===== src/rtl/bld_pkg.sv =====
// Shared constants, opcodes and control types for the bitmap line draw engine.
package bld_pkg;

  localparam int COLUMNS = 32;
  localparam int ROWS    = 8;
  localparam int COL_W   = (COLUMNS > 1) ? $clog2(COLUMNS) : 1;
  localparam int ROW_W   = $clog2(ROWS);
  localparam int OP_W    = 3;
  localparam int CRD_W   = 7;
  // error term: |dx|,|dy| <= 127, err stays within about +/-254
  localparam int ERR_W   = 10;

  localparam logic [OP_W-1:0] OP_CLEAR = 3'd0;
  localparam logic [OP_W-1:0] OP_MOVE  = 3'd1;
  localparam logic [OP_W-1:0] OP_SET   = 3'd2;
  localparam logic [OP_W-1:0] OP_CLR   = 3'd3;
  localparam logic [OP_W-1:0] OP_READ  = 3'd4;
  localparam logic [OP_W-1:0] OP_LINE  = 3'd5;

  typedef struct packed {
    logic load;   // capture the request
    logic exec;   // run a clear, move, set, clear-pixel or read op, or set up a line
    logic step;   // plot one line pixel, advance the cursor
    logic push;   // load the output register
  } bld_cmd_t;

  typedef struct packed {
    logic is_line;
    logic at_target;
  } bld_sts_t;

endpackage


===== src/rtl/bld_dp.sv =====
// Datapath: bitmap, cursor, Bresenham stepper and output register.
module bld_dp import bld_pkg::*; (
  input  logic           clk_i,
  input  logic           rst_ni,
  input  bld_cmd_t       cmd_i,
  input  logic [15:0]    s_tdata_i,   // [6:0] target_x, [13:7] target_y
  input  logic [OP_W-1:0] s_tuser_i,  // [2:0] opcode
  output bld_sts_t       sts_o,
  output logic [15:0]    m_tdata_o    // [0] pixel, [7:1] cursor_x, [14:8] cursor_y
);

  logic [OP_W-1:0]         op_q;
  logic signed [CRD_W-1:0] tgt_x_q, tgt_y_q;
  logic signed [CRD_W-1:0] cur_x_q, cur_y_q;
  logic [ROWS-1:0]         bmp_q [COLUMNS];
  logic signed [ERR_W-1:0] dx_q, dy_q, err_q;
  logic signed [ERR_W-1:0] dx_d, dy_d, err_d;
  logic                    sx_q, sy_q;
  logic signed [CRD_W:0]   ax, ay;
  logic [CRD_W:0]          adx, ady;
  logic signed [ERR_W:0]   e2, dx_ext, dy_ext;
  logic                    step_x, step_y;
  logic                    in_bmp, pix_rd, at_target;
  logic [COL_W-1:0]        col_idx;
  logic [ROW_W-1:0]        bit_idx;
  logic                    pix_out_q;
  logic [CRD_W-1:0]        out_x_q, out_y_q;

  // bounds and bit position at the cursor (row 0 is the MSB of a column)
  assign in_bmp = !cur_x_q[CRD_W-1]
                  && ({1'b0, cur_x_q[CRD_W-2:0]} < CRD_W'(COLUMNS))
                  && !cur_y_q[CRD_W-1]
                  && (cur_y_q[CRD_W-2:ROW_W] == '0);
  assign col_idx = cur_x_q[COL_W-1:0];
  assign bit_idx = ~cur_y_q[ROW_W-1:0];
  assign pix_rd  = in_bmp && bmp_q[col_idx][bit_idx];

  assign at_target = (cur_x_q == tgt_x_q) && (cur_y_q == tgt_y_q);

  // line setup
  always_comb begin
    ax   = {tgt_x_q[CRD_W-1], tgt_x_q} - {cur_x_q[CRD_W-1], cur_x_q};
    ay   = {tgt_y_q[CRD_W-1], tgt_y_q} - {cur_y_q[CRD_W-1], cur_y_q};
    adx  = ax[CRD_W] ? 8'(-ax) : 8'(ax);
    ady  = ay[CRD_W] ? 8'(-ay) : 8'(ay);
    dx_d = $signed({{(ERR_W-CRD_W-1){1'b0}}, adx});
    dy_d = -$signed({{(ERR_W-CRD_W-1){1'b0}}, ady});
  end

  // one Bresenham step
  always_comb begin
    e2     = $signed({err_q, 1'b0});
    dx_ext = $signed({dx_q[ERR_W-1], dx_q});
    dy_ext = $signed({dy_q[ERR_W-1], dy_q});
    step_x = (e2 >= dy_ext);
    step_y = (e2 <= dx_ext);
    err_d  = err_q + (step_x ? dy_q : '0) + (step_y ? dx_q : '0);
  end

  always_ff @(posedge clk_i) begin
    if (cmd_i.load) begin
      op_q    <= s_tuser_i;
      tgt_x_q <= s_tdata_i[CRD_W-1:0];
      tgt_y_q <= s_tdata_i[2*CRD_W-1:CRD_W];
    end
    if (cmd_i.exec) begin
      dx_q  <= dx_d;
      dy_q  <= dy_d;
      err_q <= dx_d + dy_d;
      sx_q  <= cur_x_q < tgt_x_q;
      sy_q  <= cur_y_q < tgt_y_q;
    end else if (cmd_i.step) begin
      err_q <= err_d;
    end
    if (cmd_i.push) begin
      pix_out_q <= (op_q == OP_READ) && pix_rd;
      out_x_q   <= cur_x_q;
      out_y_q   <= cur_y_q;
    end
  end

  always_ff @(posedge clk_i or negedge rst_ni) begin
    if (!rst_ni) begin
      cur_x_q <= '0;
      cur_y_q <= '0;
      bmp_q   <= '{default: '0};
    end else begin
      if (cmd_i.exec) begin
        case (op_q)
          OP_CLEAR: bmp_q <= '{default: '0};
          OP_MOVE: begin
            cur_x_q <= tgt_x_q;
            cur_y_q <= tgt_y_q;
          end
          OP_SET: if (in_bmp) bmp_q[col_idx][bit_idx] <= 1'b1;
          OP_CLR: if (in_bmp) bmp_q[col_idx][bit_idx] <= 1'b0;
          default: ;
        endcase
      end
      if (cmd_i.step) begin
        if (in_bmp) bmp_q[col_idx][bit_idx] <= 1'b1;
        if (!at_target) begin
          if (step_x) cur_x_q <= sx_q ? cur_x_q + 7'sd1 : cur_x_q - 7'sd1;
          if (step_y) cur_y_q <= sy_q ? cur_y_q + 7'sd1 : cur_y_q - 7'sd1;
        end
      end
    end
  end

  assign sts_o.is_line   = (op_q == OP_LINE);
  assign sts_o.at_target = at_target;
  assign m_tdata_o       = {1'b0, out_y_q, out_x_q, pix_out_q};

endmodule


===== src/rtl/bld_ctl.sv =====
// Controller: request sequencing, line loop control and output valid.
module bld_ctl import bld_pkg::*; (
  input  logic     clk_i,
  input  logic     rst_ni,
  input  logic     s_tvalid_i,
  output logic     s_tready_o,
  output logic     m_tvalid_o,
  input  logic     m_tready_i,
  input  bld_sts_t sts_i,
  output bld_cmd_t cmd_o
);

  localparam logic [1:0] S_IDLE = 2'd0;
  localparam logic [1:0] S_EXEC = 2'd1;
  localparam logic [1:0] S_LINE = 2'd2;
  localparam logic [1:0] S_PUSH = 2'd3;

  logic [1:0] state_q, state_d;
  logic       m_valid_q, m_valid_d;
  logic       out_free;

  assign out_free   = !m_valid_q || m_tready_i;
  assign s_tready_o = (state_q == S_IDLE);

  always_comb begin
    state_d = state_q;
    cmd_o   = '0;
    case (state_q)
      S_IDLE: begin
        if (s_tvalid_i) begin
          cmd_o.load = 1'b1;
          state_d    = S_EXEC;
        end
      end
      S_EXEC: begin
        cmd_o.exec = 1'b1;
        state_d    = sts_i.is_line ? S_LINE : S_PUSH;
      end
      S_LINE: begin
        cmd_o.step = 1'b1;
        if (sts_i.at_target) state_d = S_PUSH;
      end
      S_PUSH: begin
        if (out_free) begin
          cmd_o.push = 1'b1;
          state_d    = S_IDLE;
        end
      end
      default: state_d = S_IDLE;
    endcase
  end

  assign m_valid_d = cmd_o.push ? 1'b1 : (m_tready_i ? 1'b0 : m_valid_q);

  always_ff @(posedge clk_i or negedge rst_ni) begin
    if (!rst_ni) begin
      state_q   <= S_IDLE;
      m_valid_q <= 1'b0;
    end else begin
      state_q   <= state_d;
      m_valid_q <= m_valid_d;
    end
  end

  assign m_tvalid_o = m_valid_q;

`ifndef ASSERT_OFF
  a_line_only_for_line_op: assert property (@(posedge clk_i) disable iff (!rst_ni)
    (state_q == S_LINE) |-> sts_i.is_line)
    else $error("line loop running for a non-line request");

  a_push_into_free_slot: assert property (@(posedge clk_i) disable iff (!rst_ni)
    cmd_o.push |-> (!m_valid_q || m_tready_i))
    else $error("output register overwritten while full");

  a_accept_then_exec: assert property (@(posedge clk_i) disable iff (!rst_ni)
    (s_tvalid_i && s_tready_o) |=> (state_q == S_EXEC))
    else $error("accepted request not executed");

  a_line_ends_in_push: assert property (@(posedge clk_i) disable iff (!rst_ni)
    (state_q == S_LINE && sts_i.at_target) |=> (state_q == S_PUSH))
    else $error("line did not finish at its target");
`endif

endmodule


===== src/rtl/bitmap_line_draw_engine.sv =====
// Top level of the bitmap line draw engine: controller plus datapath.
// Holds a 32x8 monochrome bitmap and a signed cursor. Each request yields
// one result. A clear, move, set, clear-pixel or read goes through capture,
// execute and output load; a line goes through capture, line setup, the
// Bresenham stepper that plots one pixel per cycle up to and including the
// target, and output load. The next request is accepted once the previous
// one has reached the output register, even if that result has not yet
// been taken.
module bitmap_line_draw_engine import bld_pkg::*; (
  input  logic            clk_i,
  input  logic            rst_ni,
  input  logic            s_axis_tvalid,
  output logic            s_axis_tready,
  input  logic [15:0]     s_axis_tdata,  // [6:0] target_x, [13:7] target_y, [15:14] zero
  input  logic [OP_W-1:0] s_axis_tuser,  // [2:0] opcode
  output logic            m_axis_tvalid,
  input  logic            m_axis_tready,
  output logic [15:0]     m_axis_tdata   // [0] pixel, [7:1] cursor_x, [14:8] cursor_y
);

  bld_cmd_t cmd;
  bld_sts_t sts;

  bld_ctl u_ctl (
    .clk_i      (clk_i),
    .rst_ni     (rst_ni),
    .s_tvalid_i (s_axis_tvalid),
    .s_tready_o (s_axis_tready),
    .m_tvalid_o (m_axis_tvalid),
    .m_tready_i (m_axis_tready),
    .sts_i      (sts),
    .cmd_o      (cmd)
  );

  bld_dp u_dp (
    .clk_i     (clk_i),
    .rst_ni    (rst_ni),
    .cmd_i     (cmd),
    .s_tdata_i (s_axis_tdata),
    .s_tuser_i (s_axis_tuser),
    .sts_o     (sts),
    .m_tdata_o (m_axis_tdata)
  );

endmodule

===== config.mk =====
export PLATFORM = sky130hd
export DESIGN_NAME = bitmap_line_draw_engine
export DESIGN_NICKNAME = d
export VERILOG_FILES = /design/src/rtl/bld_pkg.sv /design/src/rtl/bld_dp.sv /design/src/rtl/bld_ctl.sv /design/src/rtl/bitmap_line_draw_engine.sv
export SDC_FILE = /design/constraint.sdc
export NUM_CORES = 1
export LEC_CHECK = 0
export BUFFER_PORTS_ARGS = -buffer_cell sky130_fd_sc_hd__buf_2
export CAP_MARGIN = 20
export CORE_ASPECT_RATIO = 0.8
export CORE_MARGIN = 2
export CORE_UTILIZATION = 42
export DETAILED_ROUTE_END_ITERATION = 10
export SLEW_MARGIN = 20
export SYNTH_ARGS = -nofsm -noshare
export SYNTH_HDL_FRONTEND = slang
export SYNTH_HIERARCHICAL = 1
export SYNTH_SLANG_ARGS = --single-unit

===== constraint.sdc =====
create_clock -name clk_i -period 9.5 [get_ports clk_i]
set_input_delay 0.95 -clock clk_i [delete_from_list [all_inputs] [get_ports clk_i]]
set_output_delay 0.95 -clock clk_i [all_outputs]
set_load 0.05 [all_outputs]

==> flow_metrics.env, run 1 <==
export IMPL_outcome="completed"
export IMPL_tns_ns=0
export IMPL_die_w_um=244
export IMPL_fin_crit_sh=0.597
export IMPL_cp_data_arrival_time_ns=5.96
export IMPL_io_buffers=37
export IMPL_synthDistinctLibCells=70
export IMPL_grt_max_degree=175
export IMPL_rsz0062_at_grt="no"
export IMPL_fin_crit_ns=5.67
export IMPL_critical_path_max_fanout=15
export IMPL_finish_utilization=0.463
export IMPL_dp_cells=2545
export IMPL_vias=16500
export IMPL_power_density_mw_per_mm2=334
export IMPL_ys_seq_area_frac=0.447
export IMPL_final_area_sq_mm=0.0212
export IMPL_synth_seq_cells=335
export IMPL_row_count=70
export IMPL_synth_edf_count=62
export IMPL_clock_latency_ns=0.55
export IMPL_setup_violations=0
export IMPL_crit_path_max_incr_delay_ns=0.86
export IMPL_syn_inst=2014
export IMPL_tightest_slew_ns=1.13
export IMPL_synth_main_ff_cell="dfrtp_1"
export IMPL_clockRootBuffer="clkbuf_16"
export IMPL_final_cells=2609
export IMPL_drive_gt1_frac=0.109
export IMPL_totalWireLength_um=61800
export IMPL_finalNetCount=2078
export IMPL_grt_use_total=0.257
export IMPL_cts_buffer_depth=3
export IMPL_syn_avg_cell_area_sq_um=9.65
export IMPL_post_cts_buffers=0
export IMPL_drc_errors=0
export IMPL_cts_tree="yes"
export IMPL_dieHeight_um=196
export IMPL_yosys_warnings=6
export IMPL_cts_buffers=37
export IMPL_gp_congestion=0.895
export IMPL_initial_core_util=0.425
export IMPL_cp_start_kind="flop"
export IMPL_antenna_cells=0
export IMPL_reg2reg_slack_ns=3.83
export IMPL_grt_pass1_wl_um=96100
export IMPL_worstReg2RegStart="u_dp/cur_x_q[4]$_DFF_PN0_"
export IMPL_grt_overflow_total=0
export IMPL_dr_first_iter_drc_count=2209
export IMPL_cts_htree_levels=2
export IMPL_hp_class="primary input to asynchronous set/reset pin"
export IMPL_io_pins=41
export IMPL_antenna_found_initial=0
export IMPL_hpwl_um=37900
export IMPL_syn2layout_area_growth_pct=8.92
export IMPL_hold_viol=0
export IMPL_dpl_cell_area_sq_mm=0.0201
export IMPL_synthArstFlopShare=0.815
export IMPL_dpl_worst_slack_ns=4.02
export IMPL_cts_sinks=335
export IMPL_finalMaxSlewViolations=0
export IMPL_core_sq_mm=0.0457
export IMPL_ff2ff_path_depth=14
export IMPL_slew_headroom=0.244
export IMPL_max_cap_violations=0
export IMPL_syn_cell_area_sq_mm=0.0194
export IMPL_via_per_inst=6.32
export IMPL_worstPathRequired_ns=9.79
export IMPL_r2r_end="u_dp/err_q[8]$_DFFE_PP_"
export IMPL_max_freq_mhz=176
export IMPL_worstSetupEndpointType="flop"
export IMPL_crit_chain="clkinv_1, ha_1, o21a_1, o21ai_0, a31oi_1, mux2_2, fa_1, a21o_1, a21oi_1, o21bai_1, a21oi_1, o21ai_0, xor2_1, mux2_2"
export IMPL_crit_slowest_cell="clkinv_1"
export IMPL_ant_nets=0
export IMPL_critical_path_class="flop to flop"
export IMPL_ir_drop_v=0.000278
export IMPL_cts_resized=0
export IMPL_finalWorstSetupSlack_ns=3.83
export IMPL_power_leakage_nw=8.77
export IMPL_die_area_sq_mm=0.0480
export IMPL_wl_per_cell_um=23.7
export IMPL_path_clk_slew_ns=0.06
export IMPL_syn_nets=2119
export IMPL_fin_worst_skew_ns=0.0262
export IMPL_grt_pass1_vias=16100
export IMPL_hold_buffers=0
export IMPL_dr_pass1_iters=6
layout by cell type, fill, tap and decap left out, types with 24 or more instances in the layout:
cell type  instances
o21ai_0          539
dfrtp_1          271
a21oi_1          241
nand2_1           92
nor2_1            90
a21boi_0          79
ha_1              67
mux4_2            66
edfxtp_1          62
inv_1             53
clkbuf_16         37
buf_2             36
xnor2_1           31
buf_4             29
nand3_1           26
and2_1            24
layer usage:
| metal | routed length [um] | global-route usage | up-vias |
|---|---|---|---|
| met1 | 27000 | 0.371 | 8298 |
| li1 | - | - | 7278 |
| met5 | 0 | 0 | - |
| met4 | 1560 | 0.0811 | 0 |
| met3 | 5690 | 0.0515 | 125 |
| met2 | 27600 | 0.389 | 800 |
critical path: cells and delay by family, from the launching register on:
kind | cells | cell delay [ns]
buffers and inverters | 1 | 0.86
flip-flops | 1 | 0.85
AO/OA/AOI/OAI | 8 | 1.66
multiplexers | 2 | 0.74
adder cells (fa/ha/maj) | 2 | 1.12
XOR/XNOR | 1 | 0.17
Yosys cell counts (3+ instances only):
master,number,area [sq um]
a211oi_1,9,67.6
a21boi_0,79,593
a21o_1,14,105
a21oi_1,241,1210
a22oi_1,12,90.1
a31oi_1,5,31.3
and2_1,23,144
buf_1,13,48.8
buf_2,14,70.1
buf_4,6,45.0
clkbuf_1,112,420
dfrtp_1,273,6830
edfxtp_1,62,1860
fa_1,14,280
ha_1,68,851
inv_1,53,199
inv_2,3,11.3
mux2_2,6,67.6
mux2i_1,12,120
mux4_2,66,1490
nand2_1,92,345
nand2b_1,11,68.8
nand3_1,26,130
nand3b_1,3,22.5
nand4_1,10,62.6
nor2_1,97,364
nor2b_1,9,56.3
nor3_1,17,85.1
nor3b_1,5,37.5
nor4b_1,3,26.3
o211ai_1,3,22.5
o21a_1,5,37.5
o21ai_0,539,2700
o21ai_1,4,20.0
o21bai_1,9,67.6
o22ai_1,3,18.8
or2_2,5,31.3
or3_1,3,18.8
xnor2_1,31,272
xor2_1,14,123
area by class of cell:
| cell class | count | area (sq um) |
|---|---|---|
| Clock inverter | 6 | 38.8 |
| Sequential cell | 335 | 8700 |
| Clock buffer | 57 | 1040 |
| Fill cell | 4318 | 24600 |
| Inverter | 58 | 218 |
| Timing Repair Buffer | 69 | 468 |
| Tap cell | 612 | 766 |
| Multi-Input combinational cell | 1472 | 9930 |
stage by stage:
step | power (mW) | hold WS (ns)
floorplan | 4.72 | 0.448
global placement | 5.60 | 0.480
detailed placement | 5.67 | 0.485
CTS | 7.06 | 0.499
global route | 7.56 | 0.523
finish | 7.06 | 0.476
flip-flops by register name, summed over array words and instances, names as in the netlist:
| register | cells |
|---|---|
| u_dp/pix_out_q | 1 |
| u_ctl/state_q | 2 |
| u_dp/cur_x_q | 7 |
| u_dp/err_q | 10 |
| u_dp/dx_q | 8 |
| u_dp/out_x_q | 7 |
| u_dp/op_q | 3 |
| u_dp/cur_y_q | 7 |
| u_dp/out_y_q | 7 |
| u_dp/bmp_q | 256 |
| u_dp/sx_q | 1 |
| u_dp/dy_q | 10 |
| u_dp/sy_q | 1 |
| u_dp/tgt_x_q | 7 |
| u_dp/tgt_y_q | 7 |
| u_ctl/m_tvalid_o | 1 |
power breakdown:
group | internal, mW | leakage, nW | switching, mW | total, mW
combinational | 1.45 | 3.89 | 2.34 | 3.79
clock | 0.753 | 0.524 | 0.601 | 1.35
sequential | 1.74 | 4.35 | 0.178 | 1.92
worst max-delay path by stage:
stage                     cells past startpoint                 endpoint                 startpoint
after global placement                       14  u_dp/err_q[8]$_DFFE_PP_  u_dp/cur_x_q[4]$_DFF_PN0_
final                                        14  u_dp/err_q[8]$_DFFE_PP_  u_dp/cur_x_q[4]$_DFF_PN0_
after global routing                         21  u_dp/err_q[9]$_DFFE_PP_  u_dp/cur_y_q[2]$_DFF_PN0_
after floorplan                              21  u_dp/err_q[8]$_DFFE_PP_  u_dp/cur_x_q[1]$_DFF_PN0_
after detailed placement                     14  u_dp/err_q[8]$_DFFE_PP_  u_dp/cur_x_q[4]$_DFF_PN0_
after CTS                                    14  u_dp/err_q[8]$_DFFE_PP_  u_dp/cur_x_q[4]$_DFF_PN0_
kinds of logic after synthesis:
group	count (synthesis)	synth area share
multiplexers	85	0.0869
adder cells (fa/ha/maj)	82	0.0582
buffers and inverters	207	0.0439
XOR/XNOR	46	0.0211
AND/OR/NAND/NOR	319	0.0781
AO/OA/AOI/OAI	939	0.264
other	1	0.000193
flip-flops	335	0.447
(Power assumes the default switching activity.)
==> run 2: changes to the inputs <==
--- a/config.mk
+++ b/config.mk
@@ -5,6 +5,7 @@
 export SDC_FILE = /design/constraint.sdc
 export NUM_CORES = 1
 export LEC_CHECK = 0
+export ABC_AREA = 1
 export BUFFER_PORTS_ARGS = -buffer_cell sky130_fd_sc_hd__buf_2
 export CAP_MARGIN = 20
 export CORE_ASPECT_RATIO = 0.8
==> constraint.sdc (replaced) <==
create_clock -name clk_i -period 5.3 [get_ports clk_i]
set_input_delay 0.53 -clock clk_i [delete_from_list [all_inputs] [get_ports clk_i]]
set_output_delay 0.53 -clock clk_i [all_outputs]
set_load 0.05 [all_outputs]
==> flow_metrics.env, run 2 <==
export IMPL_syn_cell_area_sq_mm=0.0208
export IMPL_drc_errors=0
export IMPL_critical_path_max_fanout=9
export IMPL_syn_inst=2812
export IMPL_clkPwrFrac=0.223
export IMPL_combPwrFrac=0.526
export IMPL_syn_avg_cell_area_sq_um=7.41
export IMPL_io_buffers=37
export IMPL_grt_use_total=0.274
export IMPL_ant_nets=0
export IMPL_reg2reg_slack_ns=0.83
export IMPL_core_sq_mm=0.0486
export IMPL_use_met3=0.0440
export IMPL_synth_top_cell_area_share=0.328
export IMPL_grt_overflow_total=0
export IMPL_p_int_mw=7.15
export IMPL_use_met2=0.397
export IMPL_cp_data_arrival_time_ns=4.76
export IMPL_ys_seq_area_frac=0.417
export IMPL_post_cts_buffers=0
export IMPL_dr_pass1_iters=6
export IMPL_grt_pass1_vias=19200
export IMPL_drive_gt1_frac=0.0689
export IMPL_crit_end="u_dp/err_q[9]$_DFFE_PP_"
export IMPL_seq_power_share=0.251
export IMPL_cts_buffer_depth=3
export IMPL_critical_path_class="flop to flop"
export IMPL_synthDistinctLibCells=53
export IMPL_die_area_sq_mm=0.0514
export IMPL_yosys_area_top_type="dfrtp_1"
export IMPL_use_met1=0.414
export IMPL_io_pins=41
export IMPL_cp_start_kind="flop"
export IMPL_fin_worst_skew_ns=0.0219
export IMPL_row_count=72
export IMPL_post_synth_top_count_cell="nand2_1"
export IMPL_cts_sinks=335
export IMPL_dieHeight_um=203
export IMPL_synthArstFlopShare=0.815
export IMPL_rsz0062_at_grt="no"
export IMPL_layout_common_cells="nand2_1 (814), o21ai_0 (322), dfrtp_1 (273)"
export IMPL_slew_headroom=0.211
export IMPL_synth_edf_count=62
export IMPL_cts_resized=0
export IMPL_r2r_end="u_dp/err_q[9]$_DFFE_PP_"
export IMPL_clock_latency_ns=0.56
export IMPL_finalMaxSlewViolations=0
export IMPL_tightest_slew_ns=1.18
export IMPL_synth_main_ff_cell="dfrtp_1"
export IMPL_max_cap_violations=0
export IMPL_p_sw_mw=6.33
export IMPL_dr_first_iter_drc_count=2675
export IMPL_vias=20200
export IMPL_finalNetCount=2862
export IMPL_die_w_um=253
export IMPL_top_register="u_dp/bmp_q"
export IMPL_clockRootBuffer="clkbuf_16"
export IMPL_worstPathRequired_ns=5.59
export IMPL_worstReg2RegStart="u_dp/err_q[1]$_DFFE_PP_"
export IMPL_yosys_warnings=6
export IMPL_top_usage_layer="met1"
export IMPL_max_freq_mhz=223
export IMPL_hp_class="primary input to asynchronous set/reset pin"
export IMPL_antenna_cells=0
export IMPL_netlist_top_cells_area="dfrtp_1 (33%), nand2_1 (15%), edfxtp_1 (8.9%)"
export IMPL_synthTopCellsByCount="nand2_1 (814), o21ai_0 (322), dfrtp_1 (273)"
export IMPL_ff2ff_path_depth=20
export IMPL_fin_crit_ns=4.47
export IMPL_crit_path_max_incr_delay_ns=0.46
export IMPL_finalWorstSetupSlack_ns=0.825
export IMPL_layout_commonest_cell="nand2_1"
export IMPL_hold_viol=0
export IMPL_path_buf_inv=1
export IMPL_crit_start="u_dp/err_q[1]$_DFFE_PP_"
export IMPL_crit_slowest_cell="fa_1"
export IMPL_syn_nets=2917
export IMPL_syn2layout_area_growth_pct=9.69
export IMPL_wl_per_cell_um=20.6
export IMPL_outcome="completed"
export IMPL_critPathMostFrequentCell="nand3_1"
export IMPL_ir_drop_v=0.000376
export IMPL_largest_register_ffs=256
export IMPL_hpwl_um=42700
export IMPL_totalWireLength_um=70500
export IMPL_hold_buffers=0
export IMPL_cts_buffers=39
export IMPL_grt_pass1_wl_um=111000
export IMPL_power_density_mw_per_mm2=590
export IMPL_grt_max_degree=186
export IMPL_dpl_worst_slack_ns=0.804
export IMPL_path_clk_slew_ns=0.06
export IMPL_setup_violations=0
export IMPL_p_sw_frac=0.470
export IMPL_synth_seq_cells=335
export IMPL_crit_family="adder cells"
export IMPL_cp_depth=20
export IMPL_gp_congestion=0.915
export IMPL_cts_htree_levels=2
export IMPL_fin_crit_sh=0.844
export IMPL_worstSetupEndpointType="flop"
export IMPL_initial_core_util=0.428
export IMPL_top_regs="u_dp/bmp_q x256, u_dp/dy_q x10, u_dp/err_q x10"
export IMPL_cts_tree="yes"
export IMPL_crit_chain="ha_1, a21oi_1, o21ai_0, nand3_1, o2111ai_1, or2_2, nand2_1, clkinv_1, nor2_1, fa_1, ha_1, fa_1, nand3_1, nand3_1, nand4_1, o211ai_1, xor2_1, o21bai_1, nand3_1, nand2_1"
export IMPL_tns_ns=0
export IMPL_via_per_inst=5.91
export IMPL_power_leakage_nw=9.46
export IMPL_antenna_found_initial=1
## run 2: power by group through the flow
stage,logic [mW],clock network (mW),registers (mW)
2_1_floorplan,5.06,0,3.44
4_1_cts,7.03,3.05,3.38
3_3_place_gp,6.83,0,3.42
5_1_grt,8.02,3.16,3.41
3_5_place_dp,7.00,0,3.42
6_report,7.09,3.01,3.38
## run 2: area by class of cell
type | instances | area (sq um)
sequential | 335 | 8690
inverter | 264 | 996
fill | 4785 | 25800
clock inverter | 18 | 284
clock buffer | 54 | 1140
timing repair buffer | 70 | 480
multi-input combinational | 2047 | 10500
tap | 629 | 787
## run 2: how the worst min path moves through the flow
| stage | startpoint | end | slack, ns | cells past startpoint |
|---|---|---|---|---|
| 2_1_floorplan | rst_ni | u_ctl/m_tvalid_o$_DFFE_PN0P_ | 0.23 | 0 |
| 3_3_place_gp | u_dp/bmp_q[114]$_DFF_PN0_ | u_dp/bmp_q[114]$_DFF_PN0_ | 0.47 | 2 |
| 3_5_place_dp | u_dp/cur_y_q[5]$_DFF_PN0_ | u_dp/out_y_q[5]$_DFFE_PP_ | 0.47 | 0 |
| 4_1_cts | rst_ni | u_dp/bmp_q[109]$_DFF_PN0_ | 0.09 | 1 |
| 5_1_grt | rst_ni | u_dp/bmp_q[100]$_DFF_PN0_ | 0.10 | 1 |
| 6_report | rst_ni | u_dp/bmp_q[109]$_DFF_PN0_ | 0.009 | 1 |
## run 2: worst register-to-register path, cell delays in order (launching register included)
cell	delay, ns
edfxtp_1	0.45
ha_1	0.33
a21oi_1	0.15
o21ai_0	0.15
nand3_1	0.10
o2111ai_1	0.12
or2_2	0.29
nand2_1	0.14
clkinv_1	0.29
nor2_1	0.21
fa_1	0.44
ha_1	0.23
fa_1	0.46
nand3_1	0.10
nand3_1	0.12
nand4_1	0.10
o211ai_1	0.10
xor2_1	0.16
o21bai_1	0.16
nand3_1	0.07
nand2_1	0.06
## run 2: layer usage
layer | part of all wire | wire length (um)
met5 | 0.00016 | 11
met2 | 0.42 | 29900
met3 | 0.093 | 6550
met1 | 0.45 | 31800
met4 | 0.031 | 2180
## run 2: cell families after synthesis
logic type,share of synthesized area
adder cells (fa/ha/maj),0.0543
other,0.000180
AO/OA/AOI/OAI,0.187
buffers and inverters,0.0819
XOR/XNOR,0.0122
AND/OR/NAND/NOR,0.248
flip-flops,0.417
## run 2: metrics by stage
step                instance area (sq um)  utilization  hold slack [ns]  total power, mW  cells
global route                        22800        0.470            0.100             14.6   3417
global placement                    21400        0.440            0.466             10.2   3345
floorplan                           20800            -            0.234             8.50   2812
detailed placement                  21400        0.440            0.470             10.4   3345
finish                              22800        0.470          0.00899             13.5   3417
CTS                                 22800        0.470           0.0924             13.5   3417
